<file path="config.mk">
export PLATFORM = sky130hd
export DESIGN_NAME = rc_camera_trigger_sequencer
export DESIGN_NICKNAME = d
export VERILOG_FILES = /design/src/rtl/rcts_pkg.sv /design/src/rtl/rcts_divider.sv /design/src/rtl/rc_camera_trigger_sequencer.sv
export SDC_FILE = /design/constraint.sdc
export NUM_CORES = 1
export LEC_CHECK = 0
export BUFFER_PORTS_ARGS = -buffer_cell sky130_fd_sc_hd__buf_2
export CAP_MARGIN = 20
export CORE_ASPECT_RATIO = 1.75
export CORE_MARGIN = 4
export CORE_UTILIZATION = 45
export DETAILED_ROUTE_END_ITERATION = 12
export GPL_ROUTABILITY_DRIVEN = 0
export PLACE_DENSITY_LB_ADDON = 0.3
export RECOVER_POWER = 50
export SYNTH_ARGS = -nofsm -noshare
export SYNTH_HDL_FRONTEND = slang
export SYNTH_SLANG_ARGS = --single-unit
</file>
<file path="constraint.sdc">
create_clock -name clk -period 13.54 [get_ports clk]
set_input_delay 0.677 -clock clk [delete_from_list [all_inputs] [get_ports clk]]
set_output_delay 0.677 -clock clk [all_outputs]
set_load 0.005 [all_outputs]
</file>
<file path="src/rtl/rcts_pkg.sv">
// Package for the RC camera trigger sequencer.
// Register indexes, reset values, hold times, field widths and the sequencer state type.
// No dependencies.
package rcts_pkg;

  localparam int PWM_W   = 12;
  localparam int TIME_W  = 32;
  localparam int STEP_W  = 8;
  localparam int ANGLE_W = 8;
  localparam int CMD_W   = 2;

  // angle divider: dividend is (pulse - min) * 180, at most 4095 * 180
  localparam int NUM_W = 20;
  localparam int DEN_W = PWM_W;
  localparam int CNT_W = $clog2(NUM_W);

  localparam int IN_W  = 80;
  localparam int OUT_W = 32;

  localparam int CFG_IDX_W  = 3;
  localparam int CFG_DATA_W = 12;

  localparam logic [CFG_IDX_W-1:0] CFG_SWITCH_THR = 3'd0;
  localparam logic [CFG_IDX_W-1:0] CFG_WHEEL_UP   = 3'd1;
  localparam logic [CFG_IDX_W-1:0] CFG_WHEEL_DOWN = 3'd2;
  localparam logic [CFG_IDX_W-1:0] CFG_SERVO_STEP = 3'd3;
  localparam logic [CFG_IDX_W-1:0] CFG_SERVO_MIN  = 3'd4;
  localparam logic [CFG_IDX_W-1:0] CFG_SERVO_MAX  = 3'd5;
  localparam logic [CFG_IDX_W-1:0] CFG_SERVO_START = 3'd6;

  localparam logic [PWM_W-1:0]  RST_SWITCH_THR  = 12'd1500;
  localparam logic [PWM_W-1:0]  RST_WHEEL_UP    = 12'd1700;
  localparam logic [PWM_W-1:0]  RST_WHEEL_DOWN  = 12'd1300;
  localparam logic [STEP_W-1:0] RST_SERVO_STEP  = 8'd5;
  localparam logic [PWM_W-1:0]  RST_SERVO_MIN   = 12'd1000;
  localparam logic [PWM_W-1:0]  RST_SERVO_MAX   = 12'd2000;
  localparam logic [PWM_W-1:0]  RST_SERVO_START = 12'd1500;

  localparam logic [TIME_W-1:0] PHOTO_HOLD_MS = 32'd500;
  localparam logic [TIME_W-1:0] MOVIE_HOLD_MS = 32'd1500;
  localparam logic [TIME_W-1:0] POWER_HOLD_MS = 32'd1500;
  localparam logic [7:0]        FULL_ANGLE    = 8'd180;

  localparam logic [CMD_W-1:0] REC_NEUTRAL = 2'd0;
  localparam logic [CMD_W-1:0] REC_PHOTO   = 2'd1;
  localparam logic [CMD_W-1:0] REC_MOVIE   = 2'd2;
  localparam logic [CMD_W-1:0] ZOOM_STOP   = 2'd0;
  localparam logic [CMD_W-1:0] ZOOM_IN     = 2'd1;
  localparam logic [CMD_W-1:0] ZOOM_OUT    = 2'd2;

  typedef enum logic [1:0] {
    ST_IDLE,
    ST_MUL,
    ST_DIV,
    ST_DONE
  } st_t;

  typedef struct packed {
    logic start;
  } div_ctrl_t;

  typedef struct packed {
    logic done;
  } div_stat_t;

endpackage

</file>
<file path="src/rtl/rcts_divider.sv">
// Iterative restoring divider for the camera angle, one quotient bit per cycle.
// Uses rcts_pkg for widths and the control/status structs.
module rcts_divider (
  input  logic                         clk,
  input  logic                         rst,
  input  rcts_pkg::div_ctrl_t          ctrl,
  input  logic [rcts_pkg::NUM_W-1:0]   dividend,
  input  logic [rcts_pkg::DEN_W-1:0]   divisor,
  output rcts_pkg::div_stat_t          stat,
  output logic [rcts_pkg::NUM_W-1:0]   quotient
);

  logic [rcts_pkg::DEN_W-1:0] rem;
  logic [rcts_pkg::DEN_W-1:0] den;
  logic [rcts_pkg::CNT_W-1:0] cnt;
  logic                       busy;
  logic                       done;
  logic [rcts_pkg::DEN_W:0]   shifted;
  logic [rcts_pkg::DEN_W+1:0] diff;
  logic                       last;

  assign shifted = {rem, quotient[rcts_pkg::NUM_W-1]};
  assign diff    = {1'b0, shifted} - {2'b00, den};
  assign last    = (cnt == rcts_pkg::CNT_W'(rcts_pkg::NUM_W - 1));

  always_ff @(posedge clk) begin
    if (rst) begin
      busy <= 1'b0;
      done <= 1'b0;
      cnt  <= '0;
    end else begin
      done <= busy && last;
      if (ctrl.start) begin
        busy <= 1'b1;
        cnt  <= '0;
      end else if (busy) begin
        cnt <= cnt + 1'b1;
        if (last) begin
          busy <= 1'b0;
        end
      end
    end
  end

  always_ff @(posedge clk) begin
    if (ctrl.start) begin
      quotient <= dividend;
      rem      <= '0;
      den      <= divisor;
    end else if (busy) begin
      if (!diff[rcts_pkg::DEN_W+1]) begin
        rem      <= diff[rcts_pkg::DEN_W-1:0];
        quotient <= {quotient[rcts_pkg::NUM_W-2:0], 1'b1};
      end else begin
        rem      <= shifted[rcts_pkg::DEN_W-1:0];
        quotient <= {quotient[rcts_pkg::NUM_W-2:0], 1'b0};
      end
    end
  end

  assign stat.done = done;

endmodule

</file>
<file path="src/rtl/rc_camera_trigger_sequencer.sv">
// RC camera trigger sequencer: top level with frame decode, timers, servo clamp and sequencer.
// Depends on rcts_pkg and rcts_divider.
//
// Usage:
//   Slave stream takes one control frame per transfer (timestamp plus four RC pulse
//   widths). Master stream gives one command word per frame. The user must write
//   registers through cfg_we/cfg_index/cfg_data only while the block is idle;
//   the block itself does not enforce this. Flags, timestamps and the servo
//   pulse are registered when the frame is accepted. The camera angle is then
//   multiplied in ST_MUL and goes through the restoring divider, one quotient
//   bit per cycle. s_tready stays low from acceptance until the result is
//   loaded into the output register, so no new frame is taken meanwhile.
//   The output register holds a finished result; a new frame is accepted while
//   it waits, and its result waits in the last sequencer state until the
//   receiver takes the old one. Stalling m_tready holds m_tdata stable.
//   Reset (rst, synchronous) restores the configuration registers to their
//   defaults, clears the flags and stamps and loads the servo pulse with 1500.
//   servo_start has no effect after that, since reset reloads its default as well.
module rc_camera_trigger_sequencer (
  input  logic                              clk,
  input  logic                              rst,
  input  logic                              s_tvalid,
  output logic                              s_tready,
  // now_ms[31:0], mode_pwm[43:32], wheel_pwm[55:44], photo_pwm[67:56], movie_pwm[79:68]
  input  logic [rcts_pkg::IN_W-1:0]         s_tdata,
  output logic                              m_tvalid,
  input  logic                              m_tready,
  // record_cmd[1:0], zoom_cmd[3:2], focus_cmd[4], power_cmd[5], servo_pulse[17:6],
  // camera_angle[25:18], zero[31:26]
  output logic [rcts_pkg::OUT_W-1:0]        m_tdata,
  input  logic                              cfg_we,
  input  logic [rcts_pkg::CFG_IDX_W-1:0]    cfg_index,
  input  logic [rcts_pkg::CFG_DATA_W-1:0]   cfg_data
);

  localparam int PW = rcts_pkg::PWM_W;
  localparam int TW = rcts_pkg::TIME_W;

  // configuration
  logic [PW-1:0]              switch_threshold;
  logic [PW-1:0]              wheel_up_threshold;
  logic [PW-1:0]              wheel_down_threshold;
  logic [rcts_pkg::STEP_W-1:0] servo_step;
  logic [PW-1:0]              servo_min;
  logic [PW-1:0]              servo_max;

  always_ff @(posedge clk) begin
    if (rst) begin
      switch_threshold     <= rcts_pkg::RST_SWITCH_THR;
      wheel_up_threshold   <= rcts_pkg::RST_WHEEL_UP;
      wheel_down_threshold <= rcts_pkg::RST_WHEEL_DOWN;
      servo_step           <= rcts_pkg::RST_SERVO_STEP;
      servo_min            <= rcts_pkg::RST_SERVO_MIN;
      servo_max            <= rcts_pkg::RST_SERVO_MAX;
    end else if (cfg_we) begin
      case (cfg_index)
        rcts_pkg::CFG_SWITCH_THR:  switch_threshold     <= cfg_data;
        rcts_pkg::CFG_WHEEL_UP:    wheel_up_threshold   <= cfg_data;
        rcts_pkg::CFG_WHEEL_DOWN:  wheel_down_threshold <= cfg_data;
        rcts_pkg::CFG_SERVO_STEP:  servo_step           <= cfg_data[rcts_pkg::STEP_W-1:0];
        rcts_pkg::CFG_SERVO_MIN:   servo_min            <= cfg_data;
        rcts_pkg::CFG_SERVO_MAX:   servo_max            <= cfg_data;
        // servo start only matters at reset, which reloads its default
        rcts_pkg::CFG_SERVO_START: ;
        default: ;
      endcase
    end
  end

  // frame fields
  logic [TW-1:0] now_ms;
  logic [PW-1:0] mode_pwm, wheel_pwm, photo_pwm, movie_pwm;

  assign now_ms    = s_tdata[31:0];
  assign mode_pwm  = s_tdata[43:32];
  assign wheel_pwm = s_tdata[55:44];
  assign photo_pwm = s_tdata[67:56];
  assign movie_pwm = s_tdata[79:68];

  logic mode_on, wheel_up, wheel_down, photo_on, movie_on;

  assign mode_on    = mode_pwm > switch_threshold;
  assign wheel_up   = wheel_pwm > wheel_up_threshold;
  assign wheel_down = wheel_pwm < wheel_down_threshold;
  assign photo_on   = photo_pwm > switch_threshold;
  assign movie_on   = movie_pwm > switch_threshold;

  // state
  logic          started, powered, power_level, focusing, photo_active, movie_active;
  logic [TW-1:0] power_stamp, photo_stamp, movie_stamp;
  logic [PW-1:0] servo_position;

  logic          started_next, powered_next, power_level_next;
  logic          focusing_next, photo_active_next, movie_active_next;
  logic [TW-1:0] power_stamp_next, photo_stamp_next, movie_stamp_next;
  logic [PW-1:0] servo_position_next;

  logic [TW-1:0] photo_age, movie_age, power_age;

  assign photo_age = now_ms - photo_stamp;
  assign movie_age = now_ms - movie_stamp;
  assign power_age = now_ms - power_stamp;

  always_comb begin
    focusing_next     = focusing;
    photo_active_next = photo_active;
    photo_stamp_next  = photo_stamp;
    if (photo_on && !focusing && !photo_active) begin
      focusing_next = 1'b1;
    end else if (photo_on) begin
      focusing_next = focusing;
    end else if (focusing) begin
      photo_active_next = 1'b1;
      focusing_next     = 1'b0;
      photo_stamp_next  = now_ms;
    end else if (photo_age > rcts_pkg::PHOTO_HOLD_MS) begin
      photo_active_next = 1'b0;
    end

    movie_active_next = movie_active;
    movie_stamp_next  = movie_stamp;
    if (movie_on && !movie_active) begin
      movie_active_next = 1'b1;
      movie_stamp_next  = now_ms;
    end else if (movie_age > rcts_pkg::MOVIE_HOLD_MS) begin
      movie_active_next = 1'b0;
    end

    started_next     = started;
    powered_next     = powered;
    power_level_next = power_level;
    power_stamp_next = power_stamp;
    if (!started) begin
      power_stamp_next = now_ms;
      started_next     = 1'b1;
      power_level_next = 1'b1;
    end else if (!powered) begin
      // level stays high in the frame where the hold runs out
      if (power_age < rcts_pkg::POWER_HOLD_MS) begin
        power_level_next = 1'b1;
      end else begin
        powered_next = 1'b1;
      end
    end else begin
      power_level_next = 1'b0;
    end
  end

  // servo step and clamp; min is checked first so it wins on an inverted range
  logic signed [PW+1:0] pos;
  always_comb begin
    pos = $signed({2'b00, servo_position});
    if (!mode_on && wheel_up) begin
      pos = pos + $signed({{(PW+2-rcts_pkg::STEP_W){1'b0}}, servo_step});
    end else if (!mode_on && wheel_down) begin
      pos = pos - $signed({{(PW+2-rcts_pkg::STEP_W){1'b0}}, servo_step});
    end
    if (pos < $signed({2'b00, servo_min})) begin
      servo_position_next = servo_min;
    end else if (pos > $signed({2'b00, servo_max})) begin
      servo_position_next = servo_max;
    end else begin
      servo_position_next = pos[PW-1:0];
    end
  end

  // frame results held until the angle is ready
  logic [rcts_pkg::CMD_W-1:0] record_cmd, zoom_cmd;
  logic                       focus_cmd;
  logic [rcts_pkg::CMD_W-1:0] record_next, zoom_next;
  logic                       focus_next;

  always_comb begin
    zoom_next = rcts_pkg::ZOOM_STOP;
    if (mode_on && wheel_up) begin
      zoom_next = rcts_pkg::ZOOM_IN;
    end else if (mode_on && wheel_down) begin
      zoom_next = rcts_pkg::ZOOM_OUT;
    end
    focus_next = focusing_next && !photo_active_next;
    if (photo_active_next) begin
      record_next = rcts_pkg::REC_PHOTO;
    end else if (movie_active_next) begin
      record_next = rcts_pkg::REC_MOVIE;
    end else begin
      record_next = rcts_pkg::REC_NEUTRAL;
    end
  end

  // sequencer
  rcts_pkg::st_t       st, st_next;
  rcts_pkg::div_ctrl_t div_ctrl;
  rcts_pkg::div_stat_t div_stat;
  logic                in_fire;
  logic                load_out;
  logic                angle_ok;
  logic                angle_ok_next;
  logic [rcts_pkg::NUM_W-1:0] dividend;
  logic [rcts_pkg::NUM_W-1:0] quotient;
  logic [PW-1:0]              span;
  logic [PW-1:0]              offset;
  logic [rcts_pkg::ANGLE_W-1:0] angle;

  assign in_fire = s_tvalid && s_tready;

  always_comb begin
    st_next = st;
    case (st)
      rcts_pkg::ST_IDLE: if (s_tvalid) st_next = rcts_pkg::ST_MUL;
      rcts_pkg::ST_MUL:  st_next = rcts_pkg::ST_DIV;
      rcts_pkg::ST_DIV:  if (div_stat.done) st_next = rcts_pkg::ST_DONE;
      rcts_pkg::ST_DONE: if (!m_tvalid || m_tready) st_next = rcts_pkg::ST_IDLE;
      default:           st_next = rcts_pkg::ST_IDLE;
    endcase
  end

  always_comb begin
    s_tready       = 1'b0;
    div_ctrl.start = 1'b0;
    load_out       = 1'b0;
    case (st)
      rcts_pkg::ST_IDLE: s_tready       = 1'b1;
      rcts_pkg::ST_MUL:  div_ctrl.start = 1'b1;
      rcts_pkg::ST_DIV:  ;
      rcts_pkg::ST_DONE: load_out       = !m_tvalid || m_tready;
      default: ;
    endcase
  end

  always_ff @(posedge clk) begin
    if (rst) begin
      st             <= rcts_pkg::ST_IDLE;
      started        <= 1'b0;
      powered        <= 1'b0;
      power_level    <= 1'b0;
      focusing       <= 1'b0;
      photo_active   <= 1'b0;
      movie_active   <= 1'b0;
      power_stamp    <= '0;
      photo_stamp    <= '0;
      movie_stamp    <= '0;
      servo_position <= rcts_pkg::RST_SERVO_START;
    end else begin
      st <= st_next;
      if (in_fire) begin
        started        <= started_next;
        powered        <= powered_next;
        power_level    <= power_level_next;
        focusing       <= focusing_next;
        photo_active   <= photo_active_next;
        movie_active   <= movie_active_next;
        power_stamp    <= power_stamp_next;
        photo_stamp    <= photo_stamp_next;
        movie_stamp    <= movie_stamp_next;
        servo_position <= servo_position_next;
      end
    end
  end

  always_ff @(posedge clk) begin
    if (in_fire) begin
      record_cmd <= record_next;
      zoom_cmd   <= zoom_next;
      focus_cmd  <= focus_next;
    end
    if (div_ctrl.start) begin
      angle_ok <= angle_ok_next;
    end
  end

  // angle = (pulse - min) * 180 / (max - min); the divider latches the product
  assign angle_ok_next = (servo_max > servo_min) && (servo_position >= servo_min);
  assign span          = angle_ok_next ? (servo_max - servo_min) : PW'(1);
  assign offset        = angle_ok_next ? (servo_position - servo_min) : '0;
  assign dividend      = rcts_pkg::NUM_W'(offset) * rcts_pkg::NUM_W'(rcts_pkg::FULL_ANGLE);

  rcts_divider u_div (
    .clk      (clk),
    .rst      (rst),
    .ctrl     (div_ctrl),
    .dividend (dividend),
    .divisor  (span),
    .stat     (div_stat),
    .quotient (quotient)
  );

  always_comb begin
    if (!angle_ok) begin
      angle = '0;
    end else if (quotient > rcts_pkg::NUM_W'(rcts_pkg::FULL_ANGLE)) begin
      angle = rcts_pkg::FULL_ANGLE;
    end else begin
      angle = quotient[rcts_pkg::ANGLE_W-1:0];
    end
  end

  // output register
  always_ff @(posedge clk) begin
    if (rst) begin
      m_tvalid <= 1'b0;
    end else if (load_out) begin
      m_tvalid <= 1'b1;
    end else if (m_tready) begin
      m_tvalid <= 1'b0;
    end
  end

  always_ff @(posedge clk) begin
    if (load_out) begin
      m_tdata <= {6'b000000, angle, servo_position, power_level, focus_cmd, zoom_cmd,
                  record_cmd};
    end
  end

endmodule

</file>
==> metrics <==
cells after synthesis=approximately 2600; post-synthesis cell type count=90; number of nets with antenna violations after detailed routing=0; RSZ-0062 raised after global routing=false; highest fanout seen on the critical path=20; Clk pwr share=between 10% and 20%; die outline area=about 51000 um^2; iteration count of the initial detailed-routing pass=5; arrival time at the worst endpoint=about 7.7 ns; overall overflow remaining after global route=0; synthesis-stage register bit count=between 200 and 300; number of sinks driven by the clock tree=about 270; final routed wire length divided by cell count=just under 20 um; I/O pins=134; ratio of total power to cell area=approximately 200 nW/um^2; Vias/cell=slightly below 6; average footprint of a synthesized cell=between 8 and 9 um^2; CP endpoint kind=flop; Setup TNS Final=0 ns; postcts setup bufs=0; required time at the endpoint of the critical path=roughly 14 ns; CTS tree=yes; overall via count from detail_route=between 15000 and 20000; count of routing violations after the opening detailed-route iteration=~1100; kind of start point of the critical path=flop; sum of routed wire length over all layers=65400 um; clock buffers created by TritonCTS=29; Period minus WS final=between 7 and 8 ns; number of failing hold endpoints at the final stage=0; layout cell share with drive strength beyond 1=under 10%; I/O Buffers=about 130; number of levels the H-tree was split into=1; Worst Hold Class=input pin to flop; die span in y=~300 um; starting utilization of the core area=45.4%; highest cell delay on the worst timing path=0.56 ns; NetSw=slightly above 0.002 W; clock tree root buffer cell=sky130_fd_sc_hd__clkbuf_16; Setup Viol. Count Final=0; clock network latency to the later pin of the worst-skew pair=between 0.5 and 0.6 ns; slew margin rel.=-179%; clock transition at the registers of the reported paths=0.06 ns; transition time of the tightest slew-check pin=4.18 ns; maximum number of pins on one net before global-route repair=between 80 and 90; Bufs on Longest Clock Path=3; number of warnings printed during yosys synthesis=0; clock skew after layout=0.0296 ns; Post-Route Hold Slack=about 0.38 ns; area of the mapped netlist=between 20000 and 25000 um^2; dominant synthesized flop cell=sky130_fd_sc_hd__dfxtp_1; CTS-repair resized insts=0; total routing resource utilization after global routing=approximately 25%; number of synthesized flops with an enable pin=a little over 60; number of antenna violations at the first check in global routing=10; share of synthesized area occupied by flip-flops and latches=between 20% and 30%; Period Utilization, post-route=55.1%; total count of max-transition violations in the final report=230; vias in the first global route=between 15000 and 20000; share of power burned in combinational logic=58.8%; growth of design area from synthesis to finish=9.62%; floorplan core area=between 40000 and 50000 um^2; DRC violation count after routing=0; slowest cell on the critical path=sky130_fd_sc_hd__a21o_1; fin nets=about 3100; critical setup path kind=flop to flop; outcome=finished with violations; worst-case vdd ir drop=about 200 uV; maximum clock frequency=134 MHz; share of async-settable or async-resettable flops after synthesis=0%; first-pass GRT wire length=102000 um; Switching Fraction=43.8%; sum of net half-perimeters after detailed placement=slightly above 50000 um; max-cap violation count=4; internal power=~0.0026 W; Site Rows=between 100 and 150; Die X-Extent=~170 um; violations in the final reports=max-capacitance violations, max-slew violations; hold_buf cts=0; LEAKAGE=between 9 and 10 nW; fraction of power consumed by sequential logic=between 20% and 30%
## cell usage in the layout, fill, tap and decap left out, drive strengths merged, types with 29 or more instances in the layout
cell and n:
nor2 169, a21oi 254, clkbuf 63, inv 282, o21ai 83, a21o 83
xor2 36, xnor2 51, mux2i 65, ha 262, o211ai 44, nand4 46
nand2 350, nand3 39, nand2b 31, o21a 32, dfxtp 206, nor3 66
nor2b 29, and3 29, buf 116, edfxtp 62
## final cells by class
type / instances / area [um^2]
sequential: 268 / 5990
clock inverter: 14 / 139
fill: 4586 / 23500
inverter: 281 / 1050
clock buffer: 40 / 828
antenna: 4 / 10.0
multi-input combinational: 1998 / 13800
tap: 588 / 736
timing repair buffer: 139 / 691
## power groups by stage
stage	logic, W	clock network, W	registers [W]
floorplan	0.00216	0	0.00108
global placement	0.00263	0	0.00112
detailed placement	0.00273	0	0.00112
CTS	0.00274	0.000847	0.00110
global route	0.00309	0.000877	0.00112
finish	0.00276	0.000826	0.00111
## layer usage
metal	wire [um]	track usage (%)	up-vias
li1	-	-	9517
met1	22800	25.4	9383
met5	28	0	-
met4	3820	13.5	6
met3	3790	3.22	205
met2	35000	48.6	660
## path summary, 6_finish.rpt
path,from,endpoint,slack [ns],cells after the start
setup / recovery,servo_position[0]$_SDFFE_PP0P_,u_div.quotient[19]$_DFFE_PP_,6.08,32
hold / removal,s_tdata[0],photo_stamp[0]$_SDFFE_PP0P_,0.38,3
setup reg to reg,servo_position[0]$_SDFFE_PP0P_,u_div.quotient[19]$_DFFE_PP_,6.08,32
hold reg to reg,zoom_cmd[0]$_SDFFCE_PP1P_,m_tdata[2]$_DFFE_PP_,0.42,0
## worst max-delay path: cells and delay by family, from the launching register on
family / cells / cell delay [ns]
flops: 1 / 0.34
compound gates: 17 / 3.57
xor+xnor: 1 / 0.16
fa+ha+maj: 6 / 2.01
buf+inv: 6 / 0.74
simple gates: 1 / 0.19
mux: 1 / 0.09
## cell usage after synthesis, types with 8 or more instances
cell | n | share of area (%)
sky130_fd_sc_hd__xnor2_1 | 51 | 2.1
sky130_fd_sc_hd__o21bai_1 | 19 | 0.67
sky130_fd_sc_hd__ha_1 | 262 | 15
sky130_fd_sc_hd__nor2_1 | 168 | 3.0
sky130_fd_sc_hd__nand4_1 | 46 | 1.4
sky130_fd_sc_hd__a21boi_0 | 9 | 0.32
sky130_fd_sc_hd__o31ai_1 | 9 | 0.32
sky130_fd_sc_hd__clkbuf_1 | 86 | 1.5
sky130_fd_sc_hd__nand2b_1 | 31 | 0.91
sky130_fd_sc_hd__o21ai_0 | 83 | 2.0
sky130_fd_sc_hd__a211oi_1 | 22 | 0.78
sky130_fd_sc_hd__dfxtp_1 | 206 | 19
sky130_fd_sc_hd__a21o_1 | 82 | 2.9
sky130_fd_sc_hd__or2_2 | 14 | 0.41
sky130_fd_sc_hd__nand3_1 | 39 | 0.92
sky130_fd_sc_hd__mux2i_1 | 65 | 3.1
sky130_fd_sc_hd__o221ai_1 | 12 | 0.50
sky130_fd_sc_hd__a2111oi_0 | 9 | 0.37
sky130_fd_sc_hd__or3_1 | 12 | 0.35
sky130_fd_sc_hd__o2111ai_1 | 8 | 0.33
sky130_fd_sc_hd__a31oi_1 | 15 | 0.44
sky130_fd_sc_hd__nor2b_1 | 28 | 0.83
sky130_fd_sc_hd__a221o_1 | 8 | 0.38
sky130_fd_sc_hd__a221oi_1 | 8 | 0.33
sky130_fd_sc_hd__nor4_1 | 14 | 0.41
sky130_fd_sc_hd__o211ai_1 | 44 | 1.6
sky130_fd_sc_hd__and3_1 | 29 | 0.85
sky130_fd_sc_hd__a211o_1 | 8 | 0.33
sky130_fd_sc_hd__a22o_1 | 15 | 0.62
sky130_fd_sc_hd__nor3_1 | 65 | 1.5
sky130_fd_sc_hd__o22ai_1 | 11 | 0.32
sky130_fd_sc_hd__fa_1 | 20 | 1.9
sky130_fd_sc_hd__xor2_1 | 36 | 1.5
sky130_fd_sc_hd__and2_1 | 17 | 0.50
sky130_fd_sc_hd__edfxtp_1 | 62 | 8.8
sky130_fd_sc_hd__a21oi_1 | 254 | 6.0
sky130_fd_sc_hd__o21a_1 | 31 | 1.1
sky130_fd_sc_hd__nand2_1 | 350 | 6.2
sky130_fd_sc_hd__inv_1 | 280 | 5.0
## stage by stage
stage	cell area, um^2	cells	setup slack (ns)	total power, W	utilization (%)
2_1_floorplan	21200	2648	7.53	0.00324	-
3_3_place_gp	22300	3272	6.50	0.00375	47.7
3_5_place_dp	22300	3273	6.26	0.00385	47.7
4_1_cts	23300	3327	6.23	0.00469	49.8
5_1_grt	23300	3331	5.48	0.00509	49.7
6_report	23300	3332	6.08	0.00469	49.7
## flip-flops by register name, summed over array words and instances, names as in the netlist, 20 cells and up
name            flops
movie_stamp        32
photo_stamp        32
power_stamp        32
m_tdata            26
u_div.quotient     20
## cells by family (layout without fill, tap and decap cells)
family / count (synthesis) / in the layout / synth area share [%]
AO/OA/AOI/OAI: 711 / 711 / 22.1
XOR/XNOR: 87 / 87 / 3.59
adder cells (fa/ha/maj): 282 / 282 / 17.3
buffers and inverters: 382 / 474 / 6.88
flip-flops: 268 / 268 / 28.2
multiplexers: 70 / 70 / 3.33
other: 1 / 10 / 0.0177
AND/OR/NAND/NOR: 842 / 842 / 18.5
No activity file was read; power rests on OpenSTA's default activity.
